$ cat src/hw/rtl/mra_pkg.sv
package mra_pkg;

  // item kinds
  localparam logic [1:0] FUNC_REPORT = 2'd0;
  localparam logic [1:0] FUNC_CMD    = 2'd1;
  localparam logic [1:0] FUNC_READ   = 2'd2;

  localparam logic [7:0] CMD_GET_CAPS = 8'hFF;
  localparam logic [2:0] CAPS_RESET   = 3'd5;

  // report mask bits
  localparam int MASK_XY       = 0;
  localparam int MASK_PRESSURE = 1;
  localparam int MASK_BUTTONS  = 2;

  // button_bits layout
  localparam int BTN_SCROLL_UP   = 3;
  localparam int BTN_SCROLL_DOWN = 4;

  // response byte slots, in send order
  localparam int NUM_STEPS = 9;
  localparam int STEP_W    = 4;
  localparam logic [STEP_W-1:0] STEP_MASK = 4'd0;
  localparam logic [STEP_W-1:0] STEP_XL   = 4'd1;
  localparam logic [STEP_W-1:0] STEP_XH   = 4'd2;
  localparam logic [STEP_W-1:0] STEP_YL   = 4'd3;
  localparam logic [STEP_W-1:0] STEP_YH   = 4'd4;
  localparam logic [STEP_W-1:0] STEP_P0   = 4'd5;
  localparam logic [STEP_W-1:0] STEP_P1   = 4'd6;
  localparam logic [STEP_W-1:0] STEP_B0   = 4'd7;
  localparam logic [STEP_W-1:0] STEP_B1   = 4'd8;

  // job queue
  localparam int QUEUE_DEPTH = 2;
  localparam int QPTR_W      = (QUEUE_DEPTH > 1) ? $clog2(QUEUE_DEPTH) : 1;
  localparam int QCNT_W      = $clog2(QUEUE_DEPTH + 1);

  // config port
  localparam int CFG_ADDR_W = 3;
  localparam int CFG_DATA_W = 32;

  typedef struct packed {
    logic [1:0]         func;
    logic signed [15:0] dx_move;
    logic signed [15:0] dy_move;
    logic signed [7:0]  wheel_move;
    logic               left_pressed;
    logic               right_pressed;
    logic               middle_pressed;
    logic [7:0]         command_byte;
  } mra_in_t;

  typedef struct packed {
    logic [7:0] read_byte;
    logic       last_byte;
  } mra_out_t;

  // snapshot of state taken when a read is accepted
  typedef struct packed {
    logic        caps_mode;
    logic [2:0]  caps;
    logic [2:0]  mask;
    logic [15:0] x_total;
    logic [15:0] y_total;
    logic [4:0]  buttons;
  } mra_job_t;

  typedef struct packed {
    logic     push;
    mra_job_t job;
  } mra_push_t;

  typedef struct packed {
    logic     full;
    logic     empty;
    mra_job_t head;
  } mra_qstat_t;

endpackage

$ cat src/hw/rtl/mouse_report_accumulator_i2c.sv
// Mouse report accumulator behind a bus target. Input words are reports
// (func 0: add dx/dy into wrapping 16-bit totals, latch buttons, set sticky
// scroll bits), commands (func 1: 0xFF selects a capabilities read, anything
// else sets the report mask to command AND capabilities) and read requests
// (func 2: emit the response bytes, last_byte marking the final one). Func 3
// is dropped. Reports and commands, like reads, wait while the job queue is
// full.
// A read is snapshotted into a two-entry job queue when accepted, so the
// input side keeps taking words while the back end streams bytes; the output
// sends one byte per cycle from a registered slot while out_stall is low, so a
// read gives 1 to 9 bytes (mask, 4 xy, 2 pressure and 2 button bytes).
// in_stall rises only while both queue entries hold unsent reads.
// The capabilities register sits at byte address 0 of the APB port; any
// address with paddr[2] clear hits it, and reads return it zero-extended.
module mouse_report_accumulator_i2c import mra_pkg::*; (
  input  logic                  clk,
  input  logic                  rst_n,
  // input words
  input  logic                  in_valid,
  output logic                  in_stall,
  input  mra_in_t               in_word,
  // response bytes
  output logic                  out_valid,
  input  logic                  out_stall,
  output mra_out_t              out_word,
  // register port
  input  logic                  psel,
  input  logic                  penable,
  input  logic                  pwrite,
  input  logic [CFG_ADDR_W-1:0] paddr,
  input  logic [CFG_DATA_W-1:0] pwdata,
  output logic [CFG_DATA_W-1:0] prdata,
  output logic                  pready
);

  logic [2:0] caps_r;
  logic       cfg_wr;
  logic       pop;
  mra_push_t  push;
  mra_qstat_t qstat;

  // capabilities register; no wait states
  assign pready = 1'b1;
  assign cfg_wr = psel && penable && pwrite && pready && !paddr[2];
  assign prdata = paddr[2] ? '0 : {{(CFG_DATA_W-3){1'b0}}, caps_r};

  always_ff @(posedge clk) begin
    if (!rst_n) begin
      caps_r <= CAPS_RESET;
    end else if (cfg_wr) begin
      caps_r <= pwdata[2:0];
    end
  end

  // front: classify words, update totals, snapshot reads
  mra_front u_front (
    .clk      (clk),
    .rst_n    (rst_n),
    .in_valid (in_valid),
    .in_stall (in_stall),
    .in_word  (in_word),
    .caps     (caps_r),
    .q_full   (qstat.full),
    .push     (push)
  );

  // pending read snapshots
  mra_queue u_queue (
    .clk   (clk),
    .rst_n (rst_n),
    .push  (push),
    .pop   (pop),
    .stat  (qstat)
  );

  // back: serialize one snapshot into response bytes
  mra_back u_back (
    .clk       (clk),
    .rst_n     (rst_n),
    .qstat     (qstat),
    .pop       (pop),
    .out_valid (out_valid),
    .out_stall (out_stall),
    .out_word  (out_word)
  );

endmodule

$ cat src/hw/rtl/mra_front.sv
module mra_front import mra_pkg::*; (
  input  logic       clk,
  input  logic       rst_n,
  input  logic       in_valid,
  output logic       in_stall,
  input  mra_in_t    in_word,
  input  logic [2:0] caps,
  input  logic       q_full,
  output mra_push_t  push
);

  logic [15:0] x_total_r, x_total_nxt;
  logic [15:0] y_total_r, y_total_nxt;
  logic [4:0]  button_bits_r, button_bits_nxt;
  logic [2:0]  report_mask_r, report_mask_nxt;
  logic        caps_mode_r, caps_mode_nxt;
  logic        accept;
  logic        scroll_up;
  logic        scroll_down;

  assign in_stall = q_full;
  assign accept   = in_valid && !in_stall;

  assign scroll_up   = (in_word.wheel_move != 8'sd0) && !in_word.wheel_move[7];
  assign scroll_down = in_word.wheel_move[7];

  always_comb begin
    x_total_nxt     = x_total_r;
    y_total_nxt     = y_total_r;
    button_bits_nxt = button_bits_r;
    report_mask_nxt = report_mask_r;
    caps_mode_nxt   = caps_mode_r;
    push.push       = 1'b0;
    push.job        = '{caps_mode: caps_mode_r, caps: caps, mask: report_mask_r,
                        x_total: x_total_r, y_total: y_total_r,
                        buttons: button_bits_r};
    if (accept) begin
      unique case (in_word.func)
        FUNC_REPORT: begin
          x_total_nxt = x_total_r + $unsigned(in_word.dx_move);
          y_total_nxt = y_total_r + $unsigned(in_word.dy_move);
          button_bits_nxt = {button_bits_r[BTN_SCROLL_DOWN] | scroll_down,
                             button_bits_r[BTN_SCROLL_UP] | scroll_up,
                             in_word.middle_pressed, in_word.right_pressed,
                             in_word.left_pressed};
        end
        FUNC_CMD: begin
          if (in_word.command_byte == CMD_GET_CAPS) begin
            caps_mode_nxt = 1'b1;
          end else begin
            caps_mode_nxt   = 1'b0;
            report_mask_nxt = in_word.command_byte[2:0] & caps;
          end
        end
        FUNC_READ: begin
          push.push = 1'b1;
          // reading clears what was sent
          if (!caps_mode_r) begin
            if (report_mask_r[MASK_XY]) begin
              x_total_nxt = '0;
              y_total_nxt = '0;
            end
            if (report_mask_r[MASK_BUTTONS]) begin
              button_bits_nxt[BTN_SCROLL_UP]   = 1'b0;
              button_bits_nxt[BTN_SCROLL_DOWN] = 1'b0;
            end
          end
        end
        default: begin
        end
      endcase
    end
  end

  always_ff @(posedge clk) begin
    if (!rst_n) begin
      x_total_r     <= '0;
      y_total_r     <= '0;
      button_bits_r <= '0;
      report_mask_r <= CAPS_RESET;
      caps_mode_r   <= 1'b0;
    end else begin
      x_total_r     <= x_total_nxt;
      y_total_r     <= y_total_nxt;
      button_bits_r <= button_bits_nxt;
      report_mask_r <= report_mask_nxt;
      caps_mode_r   <= caps_mode_nxt;
    end
  end

endmodule

$ cat src/hw/rtl/mra_queue.sv
module mra_queue import mra_pkg::*; (
  input  logic       clk,
  input  logic       rst_n,
  input  mra_push_t  push,
  input  logic       pop,
  output mra_qstat_t stat
);

  mra_job_t            mem_r [QUEUE_DEPTH];
  logic [QPTR_W-1:0]   wr_ptr_r, rd_ptr_r;
  logic [QCNT_W-1:0]   count_r;
  logic                do_push;
  logic                do_pop;

  assign do_push = push.push && (count_r != QCNT_W'(QUEUE_DEPTH));
  assign do_pop  = pop && (count_r != '0);

  assign stat.full  = (count_r == QCNT_W'(QUEUE_DEPTH));
  assign stat.empty = (count_r == '0);
  assign stat.head  = mem_r[rd_ptr_r];

  always_ff @(posedge clk) begin
    if (do_push) begin
      mem_r[wr_ptr_r] <= push.job;
    end
  end

  always_ff @(posedge clk) begin
    if (!rst_n) begin
      wr_ptr_r <= '0;
      rd_ptr_r <= '0;
      count_r  <= '0;
    end else begin
      if (do_push) begin
        wr_ptr_r <= (wr_ptr_r == QPTR_W'(QUEUE_DEPTH - 1)) ? '0 : wr_ptr_r + 1'b1;
      end
      if (do_pop) begin
        rd_ptr_r <= (rd_ptr_r == QPTR_W'(QUEUE_DEPTH - 1)) ? '0 : rd_ptr_r + 1'b1;
      end
      case ({do_push, do_pop})
        2'b10:   count_r <= count_r + 1'b1;
        2'b01:   count_r <= count_r - 1'b1;
        default: count_r <= count_r;
      endcase
    end
  end

endmodule

$ cat src/hw/rtl/mra_back.sv
module mra_back import mra_pkg::*; (
  input  logic       clk,
  input  logic       rst_n,
  input  mra_qstat_t qstat,
  output logic       pop,
  output logic       out_valid,
  input  logic       out_stall,
  output mra_out_t   out_word
);

  logic [STEP_W-1:0]    step_r;
  logic [STEP_W-1:0]    next_step;
  logic                 out_valid_r;
  mra_out_t             out_word_r;
  logic [NUM_STEPS-1:0] enabled;
  logic [NUM_STEPS-1:0] later;
  logic [7:0]           cur_byte;
  logic                 is_last;
  logic                 load;
  mra_job_t             job;

  assign job = qstat.head;

  // slots sent for this job
  always_comb begin
    if (job.caps_mode) begin
      enabled = NUM_STEPS'(1);
    end else begin
      enabled = {{2{job.mask[MASK_BUTTONS]}}, {2{job.mask[MASK_PRESSURE]}},
                 {4{job.mask[MASK_XY]}}, 1'b1};
    end
  end

  // slots still to go after this one
  assign later   = enabled & ~((NUM_STEPS'(2) << step_r) - NUM_STEPS'(1));
  assign is_last = (later == '0);

  always_comb begin
    next_step = STEP_MASK;
    for (int i = NUM_STEPS - 1; i >= 0; i--) begin
      if (later[i]) next_step = STEP_W'(i);
    end
  end

  always_comb begin
    case (step_r)
      STEP_MASK: cur_byte = {5'b0, (job.caps_mode ? job.caps : job.mask)};
      STEP_XL:   cur_byte = job.x_total[7:0];
      STEP_XH:   cur_byte = job.x_total[15:8];
      STEP_YL:   cur_byte = job.y_total[7:0];
      STEP_YH:   cur_byte = job.y_total[15:8];
      STEP_B0:   cur_byte = {3'b0, job.buttons};
      default:   cur_byte = 8'h00; // pressure bytes and button high byte
    endcase
  end

  assign load = !qstat.empty && (!out_valid_r || !out_stall);
  assign pop  = load && is_last;

  always_ff @(posedge clk) begin
    if (load) begin
      out_word_r <= '{read_byte: cur_byte, last_byte: is_last};
    end
  end

  always_ff @(posedge clk) begin
    if (!rst_n) begin
      out_valid_r <= 1'b0;
      step_r      <= STEP_MASK;
    end else begin
      if (load) begin
        out_valid_r <= 1'b1;
        step_r      <= is_last ? STEP_MASK : next_step;
      end else if (!out_stall) begin
        out_valid_r <= 1'b0;
      end
    end
  end

  assign out_valid = out_valid_r;
  assign out_word  = out_word_r;

endmodule

$ cat config.mk
export PLATFORM = sky130hd
export DESIGN_NAME = mouse_report_accumulator_i2c
export DESIGN_NICKNAME = d
export VERILOG_FILES = /design/src/hw/rtl/mra_pkg.sv /design/src/hw/rtl/mouse_report_accumulator_i2c.sv /design/src/hw/rtl/mra_front.sv /design/src/hw/rtl/mra_queue.sv /design/src/hw/rtl/mra_back.sv
export SDC_FILE = /design/constraint.sdc
export NUM_CORES = 1
export LEC_CHECK = 0
export BUFFER_PORTS_ARGS = -buffer_cell sky130_fd_sc_hd__buf_2
export CAP_MARGIN = 10
export CORE_ASPECT_RATIO = 0.7
export CORE_MARGIN = 1
export CORE_UTILIZATION = 45
export DETAILED_ROUTE_END_ITERATION = 8
export GPL_TIMING_DRIVEN = 0
export PLACE_DENSITY = 0.67
export SETUP_SLACK_MARGIN = 0.3
export SLEW_MARGIN = 15
export SYNTH_ARGS = -nofsm -noshare
export SYNTH_HDL_FRONTEND = slang
export SYNTH_SLANG_ARGS = --single-unit
$ cat constraint.sdc
create_clock -name clk -period 3.4 [get_ports clk]
set_input_delay 0.68 -clock clk [delete_from_list [all_inputs] [get_ports clk]]
set_output_delay 0.68 -clock clk [all_outputs]
set_load 0.1 [all_outputs]
=== After elaboration in Yosys (flattened, before gate mapping) ===
Memory sizes are Yosys's and may differ from the RTL's. A register that Yosys moved wholly into a read port is not among the register bits.
Index checks and enable logic that the tools add are counted.

* Register bits after elaboration: 62
* RAM bits: 88
* Bits of input ports: 95
* Output and inout bits: 44
* Logic and storage cells: 107
* Memories kept: 1

* Add/subtract/negate cells: 7
* Equality and inequality tests: 16
* Shift-type cells: 1
* Mux-type cells: 33
* Bitwise operators: 6
* Reductions and logical operators: 29

{| class="wikitable"
|+ Memories
! name !! words !! bits a word !! read ports !! clocked after memory_dff !! write ports !! line !! source
|-
| u_queue.mem_r || 2 || 44 || 1 || 1 || 1 || mra_queue.sv:9 || <nowiki>mra_job_t mem_r [QUEUE_DEPTH];</nowiki>
|}

{| class="wikitable"
|+ Operators by type and width
! cell !! count
|-
| 16-bit case mux with 2 select lines || 2
|-
| 8-bit case mux with 6 select lines || 1
|-
| 4-bit 2-to-1 mux || 10
|-
| 16-bit adder || 2
|-
| 16-bit 2-to-1 mux || 2
|-
| 1-bit 2-to-1 mux || 11
|-
| 9-bit AND || 1
|-
| 1-bit logical AND || 9
|-
| 9-bit zero test || 1
|-
| 9-bit 2-to-1 mux || 1
|-
| 9-bit NOT || 1
|-
| 2-bit by 4-bit left shift with 9-bit output (first input constant) || 1
|-
| 9-bit by 1-bit subtractor with 9-bit output (second input constant) || 1
|-
| 4-bit by 2-bit equality test with 1-bit output (second input constant) || 2
|-
| 4-bit by 3-bit equality test with 1-bit output (second input constant) || 2
|-
| 8-bit equality test (second input constant) || 1
|-
| 2-bit case mux with 2 select lines || 2
|-
| 4-bit AND reduction || 2
|-
| 8-bit nonzero test || 1
|-
| 2-bit equality test (second input constant) || 3
|-
| 1-bit zero test || 6
|-
| 3-bit 2-to-1 mux || 2
|-
| 2-bit by 1-bit != test with 1-bit output (second input constant) || 3
|-
| 2-bit nonzero test || 3
|-
| 15 further kinds || 22
|}

=== Depth between registers and ports, before layout ===
* Depth after elaboration: 14
* Depth in mapped cells: 13
* Gate-level depth less buffers: 13

=== Modules after synthesis ===
From an unflattened synthesis, not the netlist that was laid out.

* Cells, all modules: 686
* Area, all modules: 7,825.0 um^2

{| class="wikitable"
|+ By module, submodules not included
! module !! times used !! cells each !! area an instance (um^2) !! sequential area each (um^2)
|-
| mra_queue || 1 || 163 || 3,399.5 || 2,742.6
|-
| mra_front || 1 || 357 || 2,947.8 || 820.8
|-
| mra_back || 1 || 117 || 1,081.0 || 370.4
|-
| mouse_report_accumulator_i2c || 1 || 49 || 396.6 || 60.1
|}

=== Worst setup path after synthesis ===
OpenSTA, ideal clock, no wires.

* Path type: register -> register
* From: register u_queue.count_r[0]
* To: memory u_queue.mem_r[0][0] (netlist bit), enable pin
* Library setup time: 0.446 ns
* Data arrival time: 3.257 ns
* Required time: 2.954 ns
* Setup slack: -0.303 ns
* Cell stages (with the launch flop): 5
* Path buffers: 0
* Period minus slack after synthesis: 3.703 ns
* Cells stage by stage: dfxtp_1 nor2b_1 nor3b_1 nand2_1 nor2_1

* Longest elaborated chain between the ends: 7
* Elaborated cells on any way between the ends: 8
* Classes of those cells: 2 x eq/ne; 3 x mux; 3 x reduce/logical

{| class="wikitable"
|+ Ends and longest elaborated chain
! what !! line !! source
|-
| start: declaration || mra_queue.sv:11 || <nowiki>logic [QCNT_W-1:0] count_r;</nowiki>
|-
| start signal: assignment || mra_queue.sv:41 || <nowiki>2'b10: count_r <= count_r + 1'b1;</nowiki>
|-
| start signal: assignment || mra_queue.sv:42 || <nowiki>2'b01: count_r <= count_r - 1'b1;</nowiki>
|-
| start signal: assignment || mra_queue.sv:43 || <nowiki>default: count_r <= count_r;</nowiki>
|-
| 2-bit equality test || mra_queue.sv:18 || <nowiki>assign stat.full = (count_r == QCNT_W'(QUEUE_DEPTH));</nowiki>
|-
| via in_stall || mouse_report_accumulator_i2c.sv:20 || <nowiki>output logic in_stall,</nowiki>
|-
| 1-bit zero test || mra_front.sv:22 || <nowiki>assign accept = in_valid && !in_stall;</nowiki>
|-
| 1-bit logical AND || mra_front.sv:22 ||
|-
| 1-bit 2-to-1 mux || mra_front.sv:37 || <nowiki>if (accept) begin</nowiki>
|-
| 1-bit logical AND || mra_queue.sv:15 || <nowiki>assign do_push = push.push && (count_r != QCNT_W'(QUEUE_DEPTH));</nowiki>
|-
| 1-bit 2-to-1 mux || mra_queue.sv:23 || <nowiki>if (do_push) begin</nowiki>
|-
| 1-bit 2-to-1 mux (implied by the code) || mra_queue.sv:24 || <nowiki>mem_r[wr_ptr_r] <= push.job;</nowiki>
|-
| end: declaration || mra_queue.sv:9 ||
|}

The timed path passes the listed nets, and every way through them passes these cells.

=== Worst setup path after layout ===
* From: register u_back.step_r[3]
* To: register u_queue.count_r[1]

* Longest elaborated chain between the ends: 9
* Elaborated cells on any way between the ends: 11
* Classes of those cells: 1 x add/sub; 2 x eq/ne; 1 x shift; 1 x mux; 2 x bitwise; 4 x reduce/logical

{| class="wikitable"
|+ Ends and longest elaborated chain
! what !! line !! source
|-
| start: declaration || mra_back.sv:11 || <nowiki>logic [STEP_W-1:0] step_r;</nowiki>
|-
| start signal: assignment || mra_back.sv:73 || <nowiki>step_r <= is_last ? STEP_MASK : next_step;</nowiki>
|-
| 2-bit by 4-bit left shift with 9-bit output (*) || mra_back.sv:35 || <nowiki>assign later = enabled & ~((NUM_STEPS'(2) << step_r) - NUM_STEPS'(1));</nowiki>
|-
| 9-bit by 1-bit subtractor with 9-bit output (*) || mra_back.sv:35 ||
|-
| 9-bit NOT (*) || mra_back.sv:35 ||
|-
| 9-bit AND (*) || mra_back.sv:35 ||
|-
| 9-bit zero test (*) || mra_back.sv:36 || <nowiki>assign is_last = (later == '0);</nowiki>
|-
| 1-bit logical AND (*) || mra_back.sv:58 || <nowiki>assign pop = load && is_last;</nowiki>
|-
| 1-bit logical AND (*) || mra_queue.sv:16 || <nowiki>assign do_pop = pop && (count_r != '0);</nowiki>
|-
| via u_queue.do_pop || mra_queue.sv:13 || <nowiki>logic do_pop;</nowiki>
|-
| 2-bit by 1-bit equality test with 1-bit output or 2-bit equality test (tied branches) || mra_queue.sv:40 || <nowiki>case ({do_push, do_pop})</nowiki>
|-
| 2-bit case mux with 2 select lines or 2-bit nonzero test (tied branches) || -- ||
|}

The timed path passes the listed nets; every way through them passes the cells marked *.
A chain may end at the register's enable or synchronous reset.

==> summary.md <==
| Metric | Value |
|---|---|
| Max-slew violation count | 0 |
| Layout cells sized above 1 | a little over a fifth |
| Worst Path Arrival | around 3.3 ns |
| CTS Buffer Depth | 2 |
| Reg2reg end | u_queue.count_r[1]$_SDFFE_PN0P_ |
| Synth cell count leaders | edfxtp_1 (97), dfxtp_1 (54), nand2_1 (48), mux2i_1 (39), a21oi_1 (38) |
| Distinct cells, synth | 69 |
| Initial DRC Count | between 400 and 500 |
| Gate power share | between 15 and 20% |
| CP Capture Type | register |
| Vias | ~5,500 |
| Post-CTS Hold Buffers | 0 |
| R2r startpoint | u_back.step_r[3]$_SDFFE_PN0P_ |
| Nets@finish | 919 |
| Total track usage | 21.37% |
| R2r worst-path depth | 12 |
| Clock share of power | between 40% and 50% |
| Ant diodes | 0 |
| CTS tree | yes |
| Fin. Hold Viols | 0 |
| Critical Path RT | 3.75 ns |
| Top FF cell, synth | edfxtp_1 |
| Hold path depth | 0 |
| Least-Margin Pin Slew | 0.8253 ns |
| Num ports | between 100 and 150 |
| Die height | between 100 and 150 um |
| Reg2reg setup slack | 0.50 ns |
| Unrepaired setup endpoints after global routing | no |
| WL per Instance | between 15 and 20 um |
| Status | complete, no violations |
| Achievable frequency | between 300 and 400 MHz |
| Worst Hold Class | register to register |
| Tot Pwr | approximately 4.7 mW |
| Reg area | 3995 sq um |
| Synth Warn # | 0 |
| Drt total wl | roughly 18,000 um |
| Initial antenna violation count | 0 |
| Switching Fraction | between 20% and 30% |
| CP Class | register to register |
| Mapped Cells | 661 |
| Vias in the first global route | ~5,300 |
| Setup TNS | 0 ns |
| CP max FO | 6 |
| Final setup viols | 0 |
| Root buf cell | clkbuf_16 |
| Clock buffer count from CTS | 17 |
| Worst setup SP type | register |
| Die W | 157.0 um |
| Drt via density | between 5 and 6 |
| Syn_area_per_cell | 11.45 sq um |
| Slew HR | between 40 and 50% |
| HPWL Detailed | 12,940 um |
| Multi-input gate area in the final layout | 3358 sq um |
| Detail Route Antenna Nets | 0 |
| 1st-pass router iterations | 6 |
| Post-synth ARST share | 0% |
| Top cells by area, synth | edfxtp_1 (38%), dfxtp_1 (14%), ha_1 (5.3%) |
| Flop pwr share | between 40% and 50% |
| Maximum vdd drop | ~300 uV |
| Core box area | around 16,000 sq um |
| Area Overhead vs Synth | 19.85% |
| Minimum clock period | roughly 2.9 ns |
| Row count | 39 |
| H-tree level count | 4 |
| Mapped Area | 7569 sq um |
| Post-synth top area cell | edfxtp_1 |
| #FFs+latches synth | 151 |
| Post-synth EDFFs | 97 |
| Leakage power | between 3 and 4 nW |
| Switching pwr | 1.296 mW |
| Final Cycle Share | a little under nine tenths |
| Grt total ovfl | 0 |
| First-pass GRT wire length | about 28,000 um |
| IO buf count | 76 |
| Clock-pin slew of the registers on the worst-case setup and hold paths | roughly 0.060 ns |
| Area of the die | between 15,000 and 20,000 sq um |
| Fill count | approximately 1,400 |
| Synth top area share | around two fifths |
| Internal cell power | 3.400 mW |
| Clk_skew | around 0.010 ns |
| Starting Density | between 40% and 50% |
| Max_cap viols | 0 |
| CTS Sinks | between 150 and 200 |
| RePlAce Congestion | slightly above 0.9 |
| Most numerous cell in the Yosys netlist | edfxtp_1 |
| DRC viols | 0 |
| Hold endpoint | u_queue.mem_r[0][1]$_DFFE_PP_ |
| Largest net degree at the start of global routing | 27 |
| Pwr/cell area | 517.7 nW/um^2 |
| Worst Min Path Start | u_front.button_bits_r[1]$_SDFFE_PN0P_ |
| Sequential share of the synthesized area | 52.77% |
| Clk_lat worst skew | 0.43 ns |
-- cells in the final DEF, fill, tap and decap left out, types with 11 or more instances in the layout --
| cell | instances |
|---|---|
| dfxtp_1 | 53 |
| a21oi_1 | 37 |
| inv_1 | 12 |
| buf_2 | 79 |
| edfxtp_1 | 97 |
| mux2i_1 | 39 |
| ha_1 | 31 |
| xor2_1 | 16 |
| nand2_1 | 47 |
| nor2_1 | 20 |
| clkbuf_1 | 16 |
| nand2b_1 | 11 |
| clkbuf_16 | 17 |
| conb_1 | 30 |
| a22oi_1 | 17 |
| o21ai_0 | 31 |
| buf_4 | 34 |
| nor2b_1 | 24 |
-- cells by family (layout without fill, tap and decap cells) --
| kind of cell | Yosys count | count (layout) | synth area share (%) |
|---|---|---|---|
| other | 2 | 30 | 0.09923 |
| and+or+nand+nor | 173 | 173 | 12.45 |
| muxes | 41 | 41 | 5.455 |
| adders and majority gates | 34 | 34 | 5.819 |
| DFF | 151 | 151 | 52.77 |
| buffers and inverters | 65 | 179 | 4.943 |
| AOI/OAI and AO/OA | 168 | 168 | 15.09 |
| xor gates and xnor gates | 27 | 27 | 3.372 |
-- power by group through the flow --
stage / Sequential [mW] / Combinational [mW] / Clock, mW
3_3_place_gp: 2.08 / 0.688 / 0
2_1_floorplan: 2.13 / 0.499 / 0
5_1_grt: 2.05 / 0.789 / 2.02
3_5_place_dp: 2.08 / 0.709 / 0
4_1_cts: 2.04 / 0.722 / 1.94
6_report: 2.04 / 0.734 / 1.92
-- metal layers --
| layer | track usage (%) | part of all wire (%) |
|---|---|---|
| met4 | 6.013 | 1.2 |
| met2 | 33.24 | 46 |
| met1 | 29.84 | 47 |
| met3 | 4.710 | 5.4 |
| met5 | 0 | 0 |
-- worst max path at each step --
stage,from,end,slack [ns],cells after the start
3_3_place_gp,in_word[51],u_queue.mem_r[0][11]$_DFFE_PP_,-0.49,4
5_1_grt,u_back.step_r[3]$_SDFFE_PN0P_,u_queue.count_r[1]$_SDFFE_PN0P_,0.33,12
2_1_floorplan,u_back.step_r[3]$_SDFFE_PN0P_,u_queue.count_r[1]$_SDFFE_PN0P_,0.33,12
3_5_place_dp,u_back.step_r[3]$_SDFFE_PN0P_,u_queue.count_r[1]$_SDFFE_PN0P_,-0.25,12
4_1_cts,u_back.step_r[3]$_SDFFE_PN0P_,u_queue.count_r[1]$_SDFFE_PN0P_,0.34,12
6_report,u_back.step_r[3]$_SDFFE_PN0P_,u_queue.count_r[1]$_SDFFE_PN0P_,0.50,12
-- through the flow --
step | hold WS (ns) | worst slack [ns] | util [%] | cells | instance area, sq um
3_5_place_dp | 0.4426 | -0.2530 | 51.20 | 992 | 8394
3_3_place_gp | 0.4364 | -0.4906 | 50.87 | 990 | 8341
4_1_cts | 0.4581 | 0.3410 | 55.13 | 1025 | 9039
6_report | 0.4544 | 0.5049 | 55.33 | 1028 | 9071
5_1_grt | 0.4631 | 0.3314 | 55.33 | 1028 | 9071
2_1_floorplan | 0.4249 | 0.3293 | - | 689 | 7679
-- sequential cells by signal, indices dropped and copies added (netlist names), named ones only --
signal and flops:
u_front.button_bits_r 5, u_queue.rd_ptr_r 1, u_back.out_valid 1, u_front.x_total_r 16
u_front.report_mask_r 3, u_front.caps_mode_r 1, u_back.step_r 4, u_queue.wr_ptr_r 1
u_queue.count_r 2, u_front.y_total_r 16, u_queue.mem_r 88, u_back.out_word 9
caps_r 3
-- layout make-up --
cell class / count / area share, %
sequential: 151 / 44.04
inverter: 13 / 0.5379
timing repair buffer: 82 / 5.048
multi-input combinational: 473 / 37.02
clock inverter: 13 / 1.876
buffer: 52 / 3.600
clock buffer: 19 / 4.772
tap: 225 / 3.103
-- timing repair --
item	in CTS	in global routing
pin swaps	1	4
resized for setup	10	4
endpoints found under the setup margin	2	1
setup buffers	1	3
-- critical path: stages, from the launching register on --
cell,delay [ns]
dfxtp_2,0.35
nor2_4,0.17
nand2_1,0.11
nor2_4,0.14
inv_2,0.09
ha_4,0.20
or3_1,0.34
a21oi_2,0.16
a211oi_2,0.10
nor4b_4,0.31
ha_1,0.29
or3_1,0.39
a21boi_0,0.16
Power figures use the tool's default switching activity.
